<file path="src/rtl/core/fbpm_pkg.sv">
// shared types and constants of the frame buffer pool manager
// used by fbpm_ctrl, fbpm_dp and frame_buffer_pool_manager; no dependencies
package fbpm_pkg;

  // field widths of the request and result
  localparam int unsigned CmdW  = 2;
  localparam int unsigned IdxW  = 3;
  localparam int unsigned StatW = 2;
  localparam int unsigned CfgW  = 4;

  // entries_in_use after reset
  localparam logic [CfgW-1:0] CfgReset = 4'd8;

  typedef enum logic [CmdW-1:0] {
    CMD_ACQUIRE = 2'd0,
    CMD_SUBMIT  = 2'd1,
    CMD_RECEIVE = 2'd2,
    CMD_RELEASE = 2'd3
  } cmd_e;

  typedef enum logic [StatW-1:0] {
    ST_OK        = 2'd0,
    ST_EMPTY     = 2'd1,
    ST_BAD_STATE = 2'd2,
    ST_BAD_ARG   = 2'd3
  } status_e;

  // commands from the controller to the datapath
  typedef struct packed {
    logic load;     // capture the incoming request
    logic exec;     // check and apply push or pop
    logic fetch;    // popped entry is on the ram output
    logic deliver;  // move the result into the output register
  } ctl_t;

  // status from the datapath to the controller
  typedef struct packed {
    logic pop_ok;    // request in exec is a pop that succeeds
    logic out_busy;  // output register holds a result not taken this cycle
  } dp_sts_t;

endpackage

</file>
<file path="src/rtl/core/frame_buffer_pool_manager.sv">
// top level of the frame buffer pool manager
// depends on fbpm_pkg, fbpm_ctrl, fbpm_dp and fbpm_ram
//
// channel   | dir | ports                         | content
// request   | in  | s_axis_t{valid,ready,data,user} | tdata entry_index, tuser cmd
// result    | out | m_axis_t{valid,ready,data,user} | tdata granted_index, tuser status
// config    | in  | cfg_we_i, cfg_wdata_i          | entries_in_use
//
// a push request goes from accept through exec and done, a pop through fetch too,
// as the list rams read through a register (address in exec, entry in fetch)
// a new request is taken once the previous result sits in the output register
// reset and a count write rebuild the free list at once, no clearing pass
// a stalled output holds the controller in its final state until taken
module frame_buffer_pool_manager #(
  parameter int unsigned POOL_DEPTH = 8
) (
  input  logic       clk_i,
  input  logic       rst_ni,
  input  logic       s_axis_tvalid_i,
  output logic       s_axis_tready_o,
  input  logic [7:0] s_axis_tdata_i,   // [2:0] entry_index, [7:3] zero
  input  logic [1:0] s_axis_tuser_i,   // [1:0] cmd
  output logic       m_axis_tvalid_o,
  input  logic       m_axis_tready_i,
  output logic [7:0] m_axis_tdata_o,   // [2:0] granted_index, [7:3] zero
  output logic [1:0] m_axis_tuser_o,   // [1:0] status
  input  logic       cfg_we_i,
  input  logic [3:0] cfg_wdata_i
);
  fbpm_pkg::ctl_t    ctl;
  fbpm_pkg::dp_sts_t sts;
  logic [fbpm_pkg::IdxW-1:0] granted;

  // sequencing
  fbpm_ctrl u_ctrl (
    .clk_i      (clk_i),
    .rst_ni     (rst_ni),
    .s_tvalid_i (s_axis_tvalid_i),
    .s_tready_o (s_axis_tready_o),
    .sts_i      (sts),
    .ctl_o      (ctl)
  );

  // lists and result register
  fbpm_dp #(
    .POOL_DEPTH (POOL_DEPTH)
  ) u_dp (
    .clk_i           (clk_i),
    .rst_ni          (rst_ni),
    .ctl_i           (ctl),
    .sts_o           (sts),
    .cmd_i           (s_axis_tuser_i),
    .entry_index_i   (s_axis_tdata_i[fbpm_pkg::IdxW-1:0]),
    .cfg_we_i        (cfg_we_i),
    .cfg_wdata_i     (cfg_wdata_i),
    .out_valid_o     (m_axis_tvalid_o),
    .out_ready_i     (m_axis_tready_i),
    .status_o        (m_axis_tuser_o),
    .granted_index_o (granted)
  );

  assign m_axis_tdata_o = {5'd0, granted};

endmodule

</file>
<file path="src/rtl/core/fbpm_ram.sv">
// generic single write port ram with one registered read port
// no dependencies
module fbpm_ram #(
  parameter int unsigned Width = 8,
  parameter int unsigned Depth = 8
) (
  input  logic                                            clk_i,
  input  logic                                            we_i,
  input  logic [((Depth > 1) ? $clog2(Depth) : 1)-1:0]    waddr_i,
  input  logic [Width-1:0]                                wdata_i,
  input  logic [((Depth > 1) ? $clog2(Depth) : 1)-1:0]    raddr_i,
  output logic [Width-1:0]                                rdata_o
);
  logic [Width-1:0] mem_q [Depth];
  logic [Width-1:0] rdata_q;

  // write port and registered read
  always_ff @(posedge clk_i) begin
    if (we_i) begin
      mem_q[waddr_i] <= wdata_i;
    end
    rdata_q <= mem_q[raddr_i];
  end

  assign rdata_o = rdata_q;

endmodule

</file>
<file path="src/rtl/core/fbpm_ctrl.sv">
// controller state machine of the frame buffer pool manager
// depends on fbpm_pkg for the command and status structs
module fbpm_ctrl (
  input  logic             clk_i,
  input  logic             rst_ni,
  input  logic             s_tvalid_i,
  output logic             s_tready_o,
  input  fbpm_pkg::dp_sts_t sts_i,
  output fbpm_pkg::ctl_t    ctl_o
);
  typedef enum logic [1:0] {
    S_IDLE,
    S_EXEC,
    S_FETCH,
    S_DONE
  } state_e;

  state_e state_q;
  logic   tready_q;

  // command decode from the current state
  always_comb begin
    ctl_o         = '0;
    ctl_o.load    = tready_q & s_tvalid_i;
    ctl_o.exec    = (state_q == S_EXEC);
    ctl_o.fetch   = (state_q == S_FETCH);
    ctl_o.deliver = (state_q == S_DONE) & ~sts_i.out_busy;
  end

  // state and registered ready
  always_ff @(posedge clk_i or negedge rst_ni) begin
    if (!rst_ni) begin
      state_q  <= S_IDLE;
      tready_q <= 1'b0;
    end else begin
      case (state_q)
        S_IDLE: begin
          tready_q <= 1'b1;
          if (tready_q && s_tvalid_i) begin
            state_q  <= S_EXEC;
            tready_q <= 1'b0;
          end
        end
        S_EXEC: begin
          state_q <= sts_i.pop_ok ? S_FETCH : S_DONE;
        end
        S_FETCH: begin
          state_q <= S_DONE;
        end
        S_DONE: begin
          if (!sts_i.out_busy) begin
            state_q  <= S_IDLE;
            tready_q <= 1'b1;
          end
        end
        default: begin
          state_q  <= S_IDLE;
          tready_q <= 1'b0;
        end
      endcase
    end
  end

  assign s_tready_o = tready_q;

endmodule

</file>
<file path="src/rtl/core/fbpm_dp.sv">
// datapath of the frame buffer pool manager: lists, counts, checked-out bits
// depends on fbpm_pkg and fbpm_ram
module fbpm_dp #(
  parameter int unsigned POOL_DEPTH = 8
) (
  input  logic                        clk_i,
  input  logic                        rst_ni,
  input  fbpm_pkg::ctl_t              ctl_i,
  output fbpm_pkg::dp_sts_t           sts_o,
  input  logic [fbpm_pkg::CmdW-1:0]   cmd_i,
  input  logic [fbpm_pkg::IdxW-1:0]   entry_index_i,
  input  logic                        cfg_we_i,
  input  logic [fbpm_pkg::CfgW-1:0]   cfg_wdata_i,
  output logic                        out_valid_o,
  input  logic                        out_ready_i,
  output logic [fbpm_pkg::StatW-1:0]  status_o,
  output logic [fbpm_pkg::IdxW-1:0]   granted_index_o
);
  localparam int unsigned EntW  = (POOL_DEPTH > 1) ? $clog2(POOL_DEPTH) : 1;
  localparam int unsigned AddrW = EntW;
  localparam int unsigned CntW  = $clog2(POOL_DEPTH + 1);
  localparam int unsigned WideW = (CntW > fbpm_pkg::CfgW) ? CntW : fbpm_pkg::CfgW;
  localparam int unsigned ResetCount = (POOL_DEPTH < 8) ? POOL_DEPTH : 8;

  // architectural state
  logic [fbpm_pkg::CfgW-1:0] cfg_q;
  logic [CntW-1:0]           free_cnt_q, ready_cnt_q;
  logic [CntW-1:0]           wmin_q;  // free positions below this still hold their own index
  logic [POOL_DEPTH-1:0]     co_q;

  // request and result registers
  fbpm_pkg::cmd_e            cmd_q;
  logic [fbpm_pkg::IdxW-1:0] idx_q;
  fbpm_pkg::status_e         pend_status_q, out_status_q;
  logic [EntW-1:0]           pend_grant_q, out_grant_q;
  logic [CntW-1:0]           rd_pos_q;
  logic                      rd_free_q;
  logic                      out_valid_q;

  // effective count from the register and from a new write
  logic [CntW-1:0] n_cur, n_new;

  function automatic logic [CntW-1:0] clamp_count(input logic [fbpm_pkg::CfgW-1:0] v);
    logic [CntW-1:0] r;
    if (v == '0) begin
      r = CntW'(1);
    end else if (WideW'(v) > WideW'(POOL_DEPTH)) begin
      r = CntW'(POOL_DEPTH);
    end else begin
      r = CntW'(v);
    end
    return r;
  endfunction

  assign n_cur = clamp_count(cfg_q);
  assign n_new = clamp_count(cfg_wdata_i);

  // operation decode
  logic            is_pop, use_free;
  logic [CntW-1:0] cnt_sel, pos_dec;
  logic [WideW-1:0] idx_w;
  logic [EntW-1:0] idx_e;

  assign is_pop   = cmd_q inside {fbpm_pkg::CMD_ACQUIRE, fbpm_pkg::CMD_RECEIVE};
  assign use_free = cmd_q inside {fbpm_pkg::CMD_ACQUIRE, fbpm_pkg::CMD_RELEASE};
  assign cnt_sel  = use_free ? free_cnt_q : ready_cnt_q;
  assign pos_dec  = cnt_sel - CntW'(1);
  assign idx_w    = WideW'(idx_q);
  assign idx_e    = EntW'(idx_q);

  // checks of the request in exec
  fbpm_pkg::status_e ex_status;
  logic              ex_pop_ok, ex_push_ok;

  always_comb begin
    ex_status  = fbpm_pkg::ST_OK;
    ex_pop_ok  = 1'b0;
    ex_push_ok = 1'b0;
    if (is_pop) begin
      if (cnt_sel == '0) begin
        ex_status = fbpm_pkg::ST_EMPTY;
      end else begin
        ex_pop_ok = 1'b1;
      end
    end else if (idx_w >= WideW'(n_cur)) begin
      ex_status = fbpm_pkg::ST_BAD_ARG;
    end else if (!co_q[idx_e]) begin
      ex_status = fbpm_pkg::ST_BAD_STATE;
    end else if (cnt_sel >= CntW'(POOL_DEPTH)) begin
      ex_status = fbpm_pkg::ST_BAD_STATE;
    end else begin
      ex_push_ok = 1'b1;
    end
  end

  // list storage
  logic            free_we, ready_we;
  logic [EntW-1:0] free_rdata, ready_rdata;

  assign free_we  = ctl_i.exec & ex_push_ok & use_free & ~cfg_we_i;
  assign ready_we = ctl_i.exec & ex_push_ok & ~use_free & ~cfg_we_i;

  fbpm_ram #(
    .Width (EntW),
    .Depth (POOL_DEPTH)
  ) u_free_ram (
    .clk_i   (clk_i),
    .we_i    (free_we),
    .waddr_i (AddrW'(cnt_sel)),
    .wdata_i (idx_e),
    .raddr_i (AddrW'(pos_dec)),
    .rdata_o (free_rdata)
  );

  fbpm_ram #(
    .Width (EntW),
    .Depth (POOL_DEPTH)
  ) u_ready_ram (
    .clk_i   (clk_i),
    .we_i    (ready_we),
    .waddr_i (AddrW'(cnt_sel)),
    .wdata_i (idx_e),
    .raddr_i (AddrW'(pos_dec)),
    .rdata_o (ready_rdata)
  );

  // popped entry, untouched free positions read as their own index
  logic [EntW-1:0] fetch_entry;

  always_comb begin
    if (!rd_free_q) begin
      fetch_entry = ready_rdata;
    end else if (rd_pos_q < wmin_q) begin
      fetch_entry = EntW'(rd_pos_q);
    end else begin
      fetch_entry = free_rdata;
    end
  end

  // control state, a count write rebuilds the lists
  always_ff @(posedge clk_i or negedge rst_ni) begin
    if (!rst_ni) begin
      cfg_q       <= fbpm_pkg::CfgReset;
      free_cnt_q  <= CntW'(ResetCount);
      ready_cnt_q <= '0;
      wmin_q      <= CntW'(POOL_DEPTH);
      co_q        <= '0;
      out_valid_q <= 1'b0;
    end else begin
      if (ctl_i.deliver) begin
        out_valid_q <= 1'b1;
      end else if (out_ready_i) begin
        out_valid_q <= 1'b0;
      end
      if (cfg_we_i) begin
        cfg_q       <= cfg_wdata_i;
        free_cnt_q  <= n_new;
        ready_cnt_q <= '0;
        wmin_q      <= CntW'(POOL_DEPTH);
        co_q        <= '0;
      end else begin
        if (ctl_i.exec && ex_push_ok) begin
          co_q[idx_e] <= 1'b0;
          if (use_free) begin
            free_cnt_q <= cnt_sel + CntW'(1);
            if (cnt_sel < wmin_q) begin
              wmin_q <= cnt_sel;
            end
          end else begin
            ready_cnt_q <= cnt_sel + CntW'(1);
          end
        end
        if (ctl_i.exec && ex_pop_ok) begin
          if (use_free) begin
            free_cnt_q <= pos_dec;
          end else begin
            ready_cnt_q <= pos_dec;
          end
        end
        if (ctl_i.fetch) begin
          co_q[fetch_entry] <= 1'b1;
        end
      end
    end
  end

  // request capture and result path
  always_ff @(posedge clk_i) begin
    if (ctl_i.load) begin
      cmd_q <= fbpm_pkg::cmd_e'(cmd_i);
      idx_q <= entry_index_i;
    end
    if (ctl_i.exec) begin
      pend_status_q <= ex_status;
      pend_grant_q  <= '0;
      rd_pos_q      <= pos_dec;
      rd_free_q     <= use_free;
    end
    if (ctl_i.fetch) begin
      pend_grant_q <= fetch_entry;
    end
    if (ctl_i.deliver) begin
      out_status_q <= pend_status_q;
      out_grant_q  <= pend_grant_q;
    end
  end

  assign sts_o.pop_ok   = ex_pop_ok;
  assign sts_o.out_busy = out_valid_q & ~out_ready_i;

  assign out_valid_o     = out_valid_q;
  assign status_o        = out_status_q;
  assign granted_index_o = fbpm_pkg::IdxW'(out_grant_q);

  // free and ready lists together never hold more entries than the pool
  a_lists_bounded: assert property (@(posedge clk_i) disable iff (!rst_ni)
    (WideW + 1)'(free_cnt_q) + (WideW + 1)'(ready_cnt_q) <= (WideW + 1)'(POOL_DEPTH))
    else $error("free and ready lists together exceed the pool");

  // a popped entry is never one that is already checked out
  a_pop_not_out: assert property (@(posedge clk_i) disable iff (!rst_ni)
    ctl_i.fetch && !cfg_we_i |-> !co_q[fetch_entry])
    else $error("popped entry was already checked out");

  // a count write leaves a fresh free list and nothing checked out
  a_rebuild: assert property (@(posedge clk_i) disable iff (!rst_ni)
    cfg_we_i |=> ready_cnt_q == '0 && co_q == '0 && free_cnt_q == $past(n_new))
    else $error("list rebuild after count write incomplete");

endmodule

</file>
<file path="config.mk">
export PLATFORM = sky130hd
export DESIGN_NAME = frame_buffer_pool_manager
export DESIGN_NICKNAME = d
export VERILOG_FILES = /design/src/rtl/core/fbpm_pkg.sv /design/src/rtl/core/frame_buffer_pool_manager.sv /design/src/rtl/core/fbpm_ram.sv /design/src/rtl/core/fbpm_ctrl.sv /design/src/rtl/core/fbpm_dp.sv
export SDC_FILE = /design/constraint.sdc
export NUM_CORES = 1
export LEC_CHECK = 0
export ABC_AREA = 0
export BUFFER_PORTS_ARGS = -buffer_cell sky130_fd_sc_hd__buf_2
export CAP_MARGIN = 20
export CORE_ASPECT_RATIO = 0.8
export CORE_MARGIN = 4
export CORE_UTILIZATION = 51
export CTS_BUF_LIST = sky130_fd_sc_hd__clkbuf_2
export DETAILED_ROUTE_END_ITERATION = 10
export PLACE_DENSITY = 0.8
export SLEW_MARGIN = 10
export SYNTH_ARGS = -nofsm -noshare
export SYNTH_HDL_FRONTEND = slang
export SYNTH_SLANG_ARGS = --single-unit
</file>
<file path="constraint.sdc">
create_clock -name clk_i -period 5.58 [get_ports clk_i]
set_clock_uncertainty 0.15 [all_clocks]
set_input_delay 1.116 -clock clk_i [delete_from_list [all_inputs] [get_ports clk_i]]
set_output_delay 1.116 -clock clk_i [all_outputs]
set_load 0.02 [all_outputs]
</file>
Word-level counts from Yosys, hierarchy flattened
Memory sizes are Yosys's and may differ from the RTL's. A register that Yosys moved wholly into a read port is not among the register bits.
Index checks and enable logic that the tools add are counted.

word-level totals
  bits in registers = 48
  memory bits (writable) = 48
  input port bits = 19
  logic and storage cells = 130
  memories kept = 2

memory list
  name                    depth  bits a word  rd ports  clocked after Yosys merged registers in  write ports  line            text
  u_dp.u_free_ram.mem_q   8      3            1         1                                        1            fbpm_ram.sv:14  logic [Width-1:0] mem_q [Depth];
  u_dp.u_ready_ram.mem_q  8      3            1         1                                        1            fbpm_ram.sv:14

operators by class
  add/subtract/negate cells = 2
  magnitude comparators = 10
  equality and inequality tests = 7
  mux-type cells = 57
  bitwise operators = 15
  reductions and logical operators = 21

operator list
  kind                 number
  $mux 4               19
  $mux 8               4
  $mux 1               19
  $reduce_bool 2->1    8
  $logic_not 4->1      3
  $mux 2               6
  $mux 3               4
  $and 1x1->1          8
  $and 8x8->8          1
  $eq 2x2->1 const B   4
  $gt 4x4->1 const B   2
  $lt 3x4->1 const B   2
  $lt 4x4->1           2
  $not 8->8            1
  $or 8x8->8           1
  $pmux 2 s4           1
  $demux 1 s3          2
  $ge 3x1->1 const B   2
  $logic_and 1x1->1    5
  $add 4x1->4 const B  1
  $ge 3x4->1           1
  $ge 4x4->1 const B   1
  $logic_not 2->1      2
  $not 1->1            4
  other kinds (8)      9

Logic depth before layout (Yosys ltp)
  depth after elaboration = 14
  gate-level depth with buffers = 12
  mapped depth without buffers = 11

Cells and area by module
A second synthesis with hierarchy kept.

unflattened totals
  cell total of the unflattened synthesis = 376
  area total of the unflattened synthesis = 4971.0 um^2

by module, submodules not included
  module                     instances  cells an instance  area each (um^2)  sequential area each (um^2)
  fbpm_dp                    1          248                2613.8            1229.9
  fbpm_ram                   2          50                 1042.2            780.7
  fbpm_ctrl                  1          22                 231.5             75.1
  frame_buffer_pool_manager  1          6                  41.3              0.0

Worst setup path before layout
No wires, ideal clock.

  kind = flip-flop to flip-flop
  start = register u_dp.cmd_q[1]
  end = register u_dp.u_free_ram.rdata_q[0] (netlist: u_dp.u_free_ram.rdata_o[0]), read port of u_dp.u_free_ram.mem_q
  library setup time = 0.121 ns
  arrival = 3.016 ns
  data required time = 5.309 ns
  path slack = 2.293 ns
  stages on the path, launching flop included = 11
  buffers on the path = 3
  period minus slack after synthesis = 3.287 ns
  path through = edfxtp_1 -> inv_1 -> ha_1 -> buf_6 -> mux2i_4 -> clkbuf_1 -> ha_1 -> inv_1 -> buf_2 -> mux4_2 -> mux2_2

on the way
  cells in the longest elaborated chain, start to end = 4
  elaborated cells between the ends (all ways) = 5

RTL lines
  item                                                  line            text
  start: declaration                                    fbpm_dp.sv:32   fbpm_pkg::cmd_e cmd_q;
  start signal: assignment                              fbpm_dp.sv:190  cmd_q <= fbpm_pkg::cmd_e'(cmd_i);
  $eq 2x2->1 / $logic_not 2->1 (equally long branches)  fbpm_dp.sv:65   assign use_free = cmd_q inside {fbpm_pkg::CMD_ACQUIRE, fbpm_pkg::CMD_RELEASE};
  $reduce_bool 2->1 (*)                                 fbpm_dp.sv:65
  $mux 4 (*)                                            fbpm_dp.sv:66   assign cnt_sel = use_free ? free_cnt_q : ready_cnt_q;
  $sub 4x1->4 (*)                                       fbpm_dp.sv:67   assign pos_dec = cnt_sel - CntW'(1);
  named net u_dp.pos_dec[0]                             fbpm_dp.sv:60   logic [CntW-1:0] cnt_sel, pos_dec;
  end: declaration                                      fbpm_ram.sv:15  logic [Width-1:0] rdata_q;

Mark *: on every way through the listed nets, which the timed path passes. The rest lies on a longest branch.
A chain may end at the register's enable or synchronous reset.

Final worst setup path
  start = register u_dp.idx_q (netlist bit u_dp.idx_e[0])
  end = memory u_dp.u_ready_ram.mem_q[4][1] in the netlist's numbering, enable pin

on the way
  cells in the longest elaborated chain, start to end = 10
  elaborated cells between the ends (all ways) = 11

RTL lines
  item                              line            text
  start: declaration                fbpm_dp.sv:33   logic [fbpm_pkg::IdxW-1:0] idx_q;
  start signal: assignment          fbpm_dp.sv:191  idx_q <= entry_index_i;
  $bmux 1 s3                        fbpm_dp.sv:87   end else if (!co_q[idx_e]) begin
  $mux 1 (not written as such)      fbpm_dp.sv:87
  $mux 1                            fbpm_dp.sv:87
  $mux 1 (*)                        fbpm_dp.sv:85   end else if (idx_w >= WideW'(n_cur)) begin
  $mux 1 (*)                        fbpm_dp.sv:79   if (is_pop) begin
  $and 1x1->1 (*) (3 in series)     fbpm_dp.sv:101  assign ready_we = ctl_i.exec & ex_push_ok & ~use_free & ~cfg_we_i;
  $mux 1 (*)                        fbpm_ram.sv:19  if (we_i) begin
  $mux 1 (not written as such) (*)  fbpm_ram.sv:20  mem_q[waddr_i] <= wdata_i;
  end: declaration                  fbpm_ram.sv:14

Every way passes the cells marked *; elsewhere a longest branch is shown, timed or not. The select of a mux whose other input is x is not followed.

==> flow_summary.ini <==
[setup_path]
setup.worst_path.start_class = flip-flop
crit_required_ps = 5680
end_kind = flip-flop
arrival_ps = 4260
criticalPathCategory = flip-flop to flip-flop
reg2reg_slack_ps = 1410
cp_max_fo = 27

[placed_design]
port_buffers = 20
hpwl_mm = 6.816
gp_congestion = 0.8401
placed_cell_area_sq_mm = 0.005096

[floorplanning]
die_h_um = 96.25
start_util_pct = 53.56
die-area_sq_mm = 0.01139
ios = 31
placementRows = 31
core-area_sq_mm = 0.009270
fp.dieW_um = 118.3

[sta]
worst_pin_slew_ps = 973.3
post-route-period-util_pct = 74.68
min_period_ps = 4167
slew_viol_final = 0
finalSetupViolCount = 0
max_slew_margin_pct = 35.11
finalSetupTns_ps = 0
rsz0062_at_grt = false
max_freq_ghz = 0.2400
hold_viol = 0

[yosys]
synthFlopType = edfxtp_1
synth-compound-area-share_pct = 11.95
synthAdderAreaFrac_pct = 4.284
synth_top_area_share_pct = 41.13
synthesis.area_sq_mm = 0.004965
synth_edf_count = 68
synth.distinct_cells = 71
synth_most_common_cell = edfxtp_1
async_flop_share_pct = 27.45
synth_top_area_cell = edfxtp_1
synth_top_family_by_area = compound AO/OA/AOI/OAI gates
synth_common_cells = edfxtp_1 (68), nand2_1 (29), dfrtp_1 (25), inv_1 (25), nor2_1 (23)
synthSimpleGateAreaFrac_pct = 11.82
muxShareOfSynthArea_pct = 8.745
syn_area_per_cell_sq_um = 12.90
ys_ff_latch = 102
netlist_top_cells_area = edfxtp_1 (41%), dfrtp_1 (13%), mux4_2 (5.4%)
synth-warning-count = 0
ys_seq_area_share_pct = 57.74
synthXorXnorAreaFrac_pct = 0.8569
syn-instance-count = 385

[finish]
fillers = 735
antenna_cells = 0
final_cell_area_sq_mm = 0.005197
syn_to_final_growth_pct = 4.687
postLayoutCoreUtil_pct = 56.07
drive_gt1_share_pct = 18.66
nNetsFinal = 433

[clock_tree]
post-cts-setup-buffer-count = 0
postCtsResizedCells = 0
h-tree-depth = 3
worst_skew_pair.late_latency_ps = 590
cts_tree = done
clockBufferDepth = 2
root_buffer = clkbuf_2
postCtsHoldBufs = 0
clk_pin_slew_ps = 270
cts.sinks = 102
cts_buffers = 9

[global_route]
track_usage_pct = 18.37
antenna_found_initial = 0
grt_max_degree = 29
grt_remaining_overflow = 0
grt_pass1_wl_mm = 16.00
grt_pass1_vias = 3115

[drt]
top_layer_used = met4
wirelength_mm = 9.670
drc = 0
wl_met2_mm = 4.592
wl_per_cell_um = 18.70
final_antenna_net_count = 0
met1_length_mm = 4.342
vias = 3148
firstDrtPassIters = 5
route.met3.wl_um = 645
post_drt_via_cell_ratio = 6.089
drtIter0Drc = 336

[run]
drv_cap = 0

[power_and_ir_drop]
power_leakage_nw = 1.921
irDropWorstVdd_v = 0.0002174
p_per_area_mw_per_mm2 = 427.9

[min_path]
hp-class = flip-flop to flip-flop

[run_status]
status = completed
==> worst max-delay path: stages, from the launching register on <==
cell	delay [ps]
edfxtp_1	1030
inv_1	210
ha_1	340
nand2b_1	150
a211oi_2	320
o2111ai_1	290
or2_1	590
nor4_1	740
==> cells by family (layout without fill, tap and decap cells) <==
| family | Yosys count | after routing |
|---|---|---|
| flops | 102 | 102 |
| simple gates | 112 | 112 |
| compound gates | 74 | 74 |
| xor+xnor | 4 | 4 |
| buf+inv | 49 | 62 |
| fa+ha+maj | 17 | 17 |
| mux | 26 | 26 |
| other cells | 1 | 5 |
==> through the flow <==
step | hold WS, ps | power (W) | setup WS [ps] | cells
detailed placement | 255.4 | 0.001911 | 1421 | 501
global route | 312.4 | 0.002373 | 1064 | 517
finish | 304.8 | 0.002224 | 1413 | 517
global placement | 252.3 | 0.001874 | 1614 | 501
CTS | 308.7 | 0.002236 | 1397 | 517
floorplan | 250.3 | 0.001714 | 2293 | 389
==> power breakdown <==
group	leakage (nW)	total (W)	internal (W)	switching, W
sequential	1.03	0.00109	0.000972	0.000118
clock	0.0692	0.000324	0.0000697	0.000254
combinational	0.820	0.000811	0.000341	0.000470
total	1.92	0.00222	0.00138	0.000841
==> cells in the final DEF, fill, tap and decap left out, types with 3 or more instances in the layout <==
cell type,Yosys,final
o311ai_1,3,3
nand4b_1,3,3
ha_1,17,17
nand3_1,9,9
inv_6,0,3
a21oi_1,9,9
edfxtp_1,68,68
dfxtp_1,6,6
mux2i_1,4,4
dfstp_2,3,3
nand2_1,29,29
conb_1,1,5
inv_1,25,25
a211oi_2,3,3
nand2b_1,10,10
mux4_2,12,12
mux2_2,9,9
a31oi_1,5,5
o211a_1,3,3
dfrtp_1,25,25
and2_1,3,3
clkbuf_2,0,10
nor4_1,6,6
buf_2,6,20
o21bai_1,3,3
o31ai_1,4,4
nor2_1,23,23
o21ai_0,11,11
nor3_1,10,10
o21a_1,4,4
o32ai_1,6,6
==> routing by layer <==
metal	up-vias	global-route usage [%]
met5	-	0
met4	0	4.976
met3	10	4.642
met2	137	29.86
met1	1540	24.90
li1	1461	-
==> flip-flops by register name, summed over array words and instances (netlist names), 3 cells and up, named ones only <==
signal	flops
u_dp.cfg_q	4
u_dp.wmin_q	4
u_dp.u_ready_ram.mem_q	24
u_dp.pend_grant_q	3
u_dp.co_q	8
u_dp.u_ready_ram.rdata_o	3
u_dp.idx_e	3
u_dp.rd_pos_q	4
u_dp.u_free_ram.rdata_o	3
u_dp.granted_index_o	3
u_dp.u_free_ram.mem_q	24
u_dp.ready_cnt_q	4
==> worst paths after layout <==
kind,startpoint,to,cells after the start
worst max register to register,u_dp.idx_e[0],u_dp.u_ready_ram.mem_q[4][1],7
min in group asynchronous,rst_ni,u_dp.wmin_q[2],1
worst min-delay path,u_dp.pend_grant_q[0],u_dp.granted_index_o[0],0
worst min register to register,u_dp.pend_grant_q[0],u_dp.granted_index_o[0],0
worst max-delay path,u_dp.idx_e[0],u_dp.u_ready_ram.mem_q[4][1],7
max in group asynchronous,rst_ni,u_ctrl.state_q[1],1
==> area by class of cell <==
class,instances,area [sq um],area share (%)
Clock buffer,10,50.05,0.9629
Multi-Input combinational cell,238,1888,36.33
Timing Repair Buffer,20,100.1,1.926
Inverter,26,97.59,1.878
Clock inverter,6,51.30,0.9870
Tap cell,115,143.9,2.768
Sequential cell,102,2867,55.15
Power figures use the tool's default switching activity.
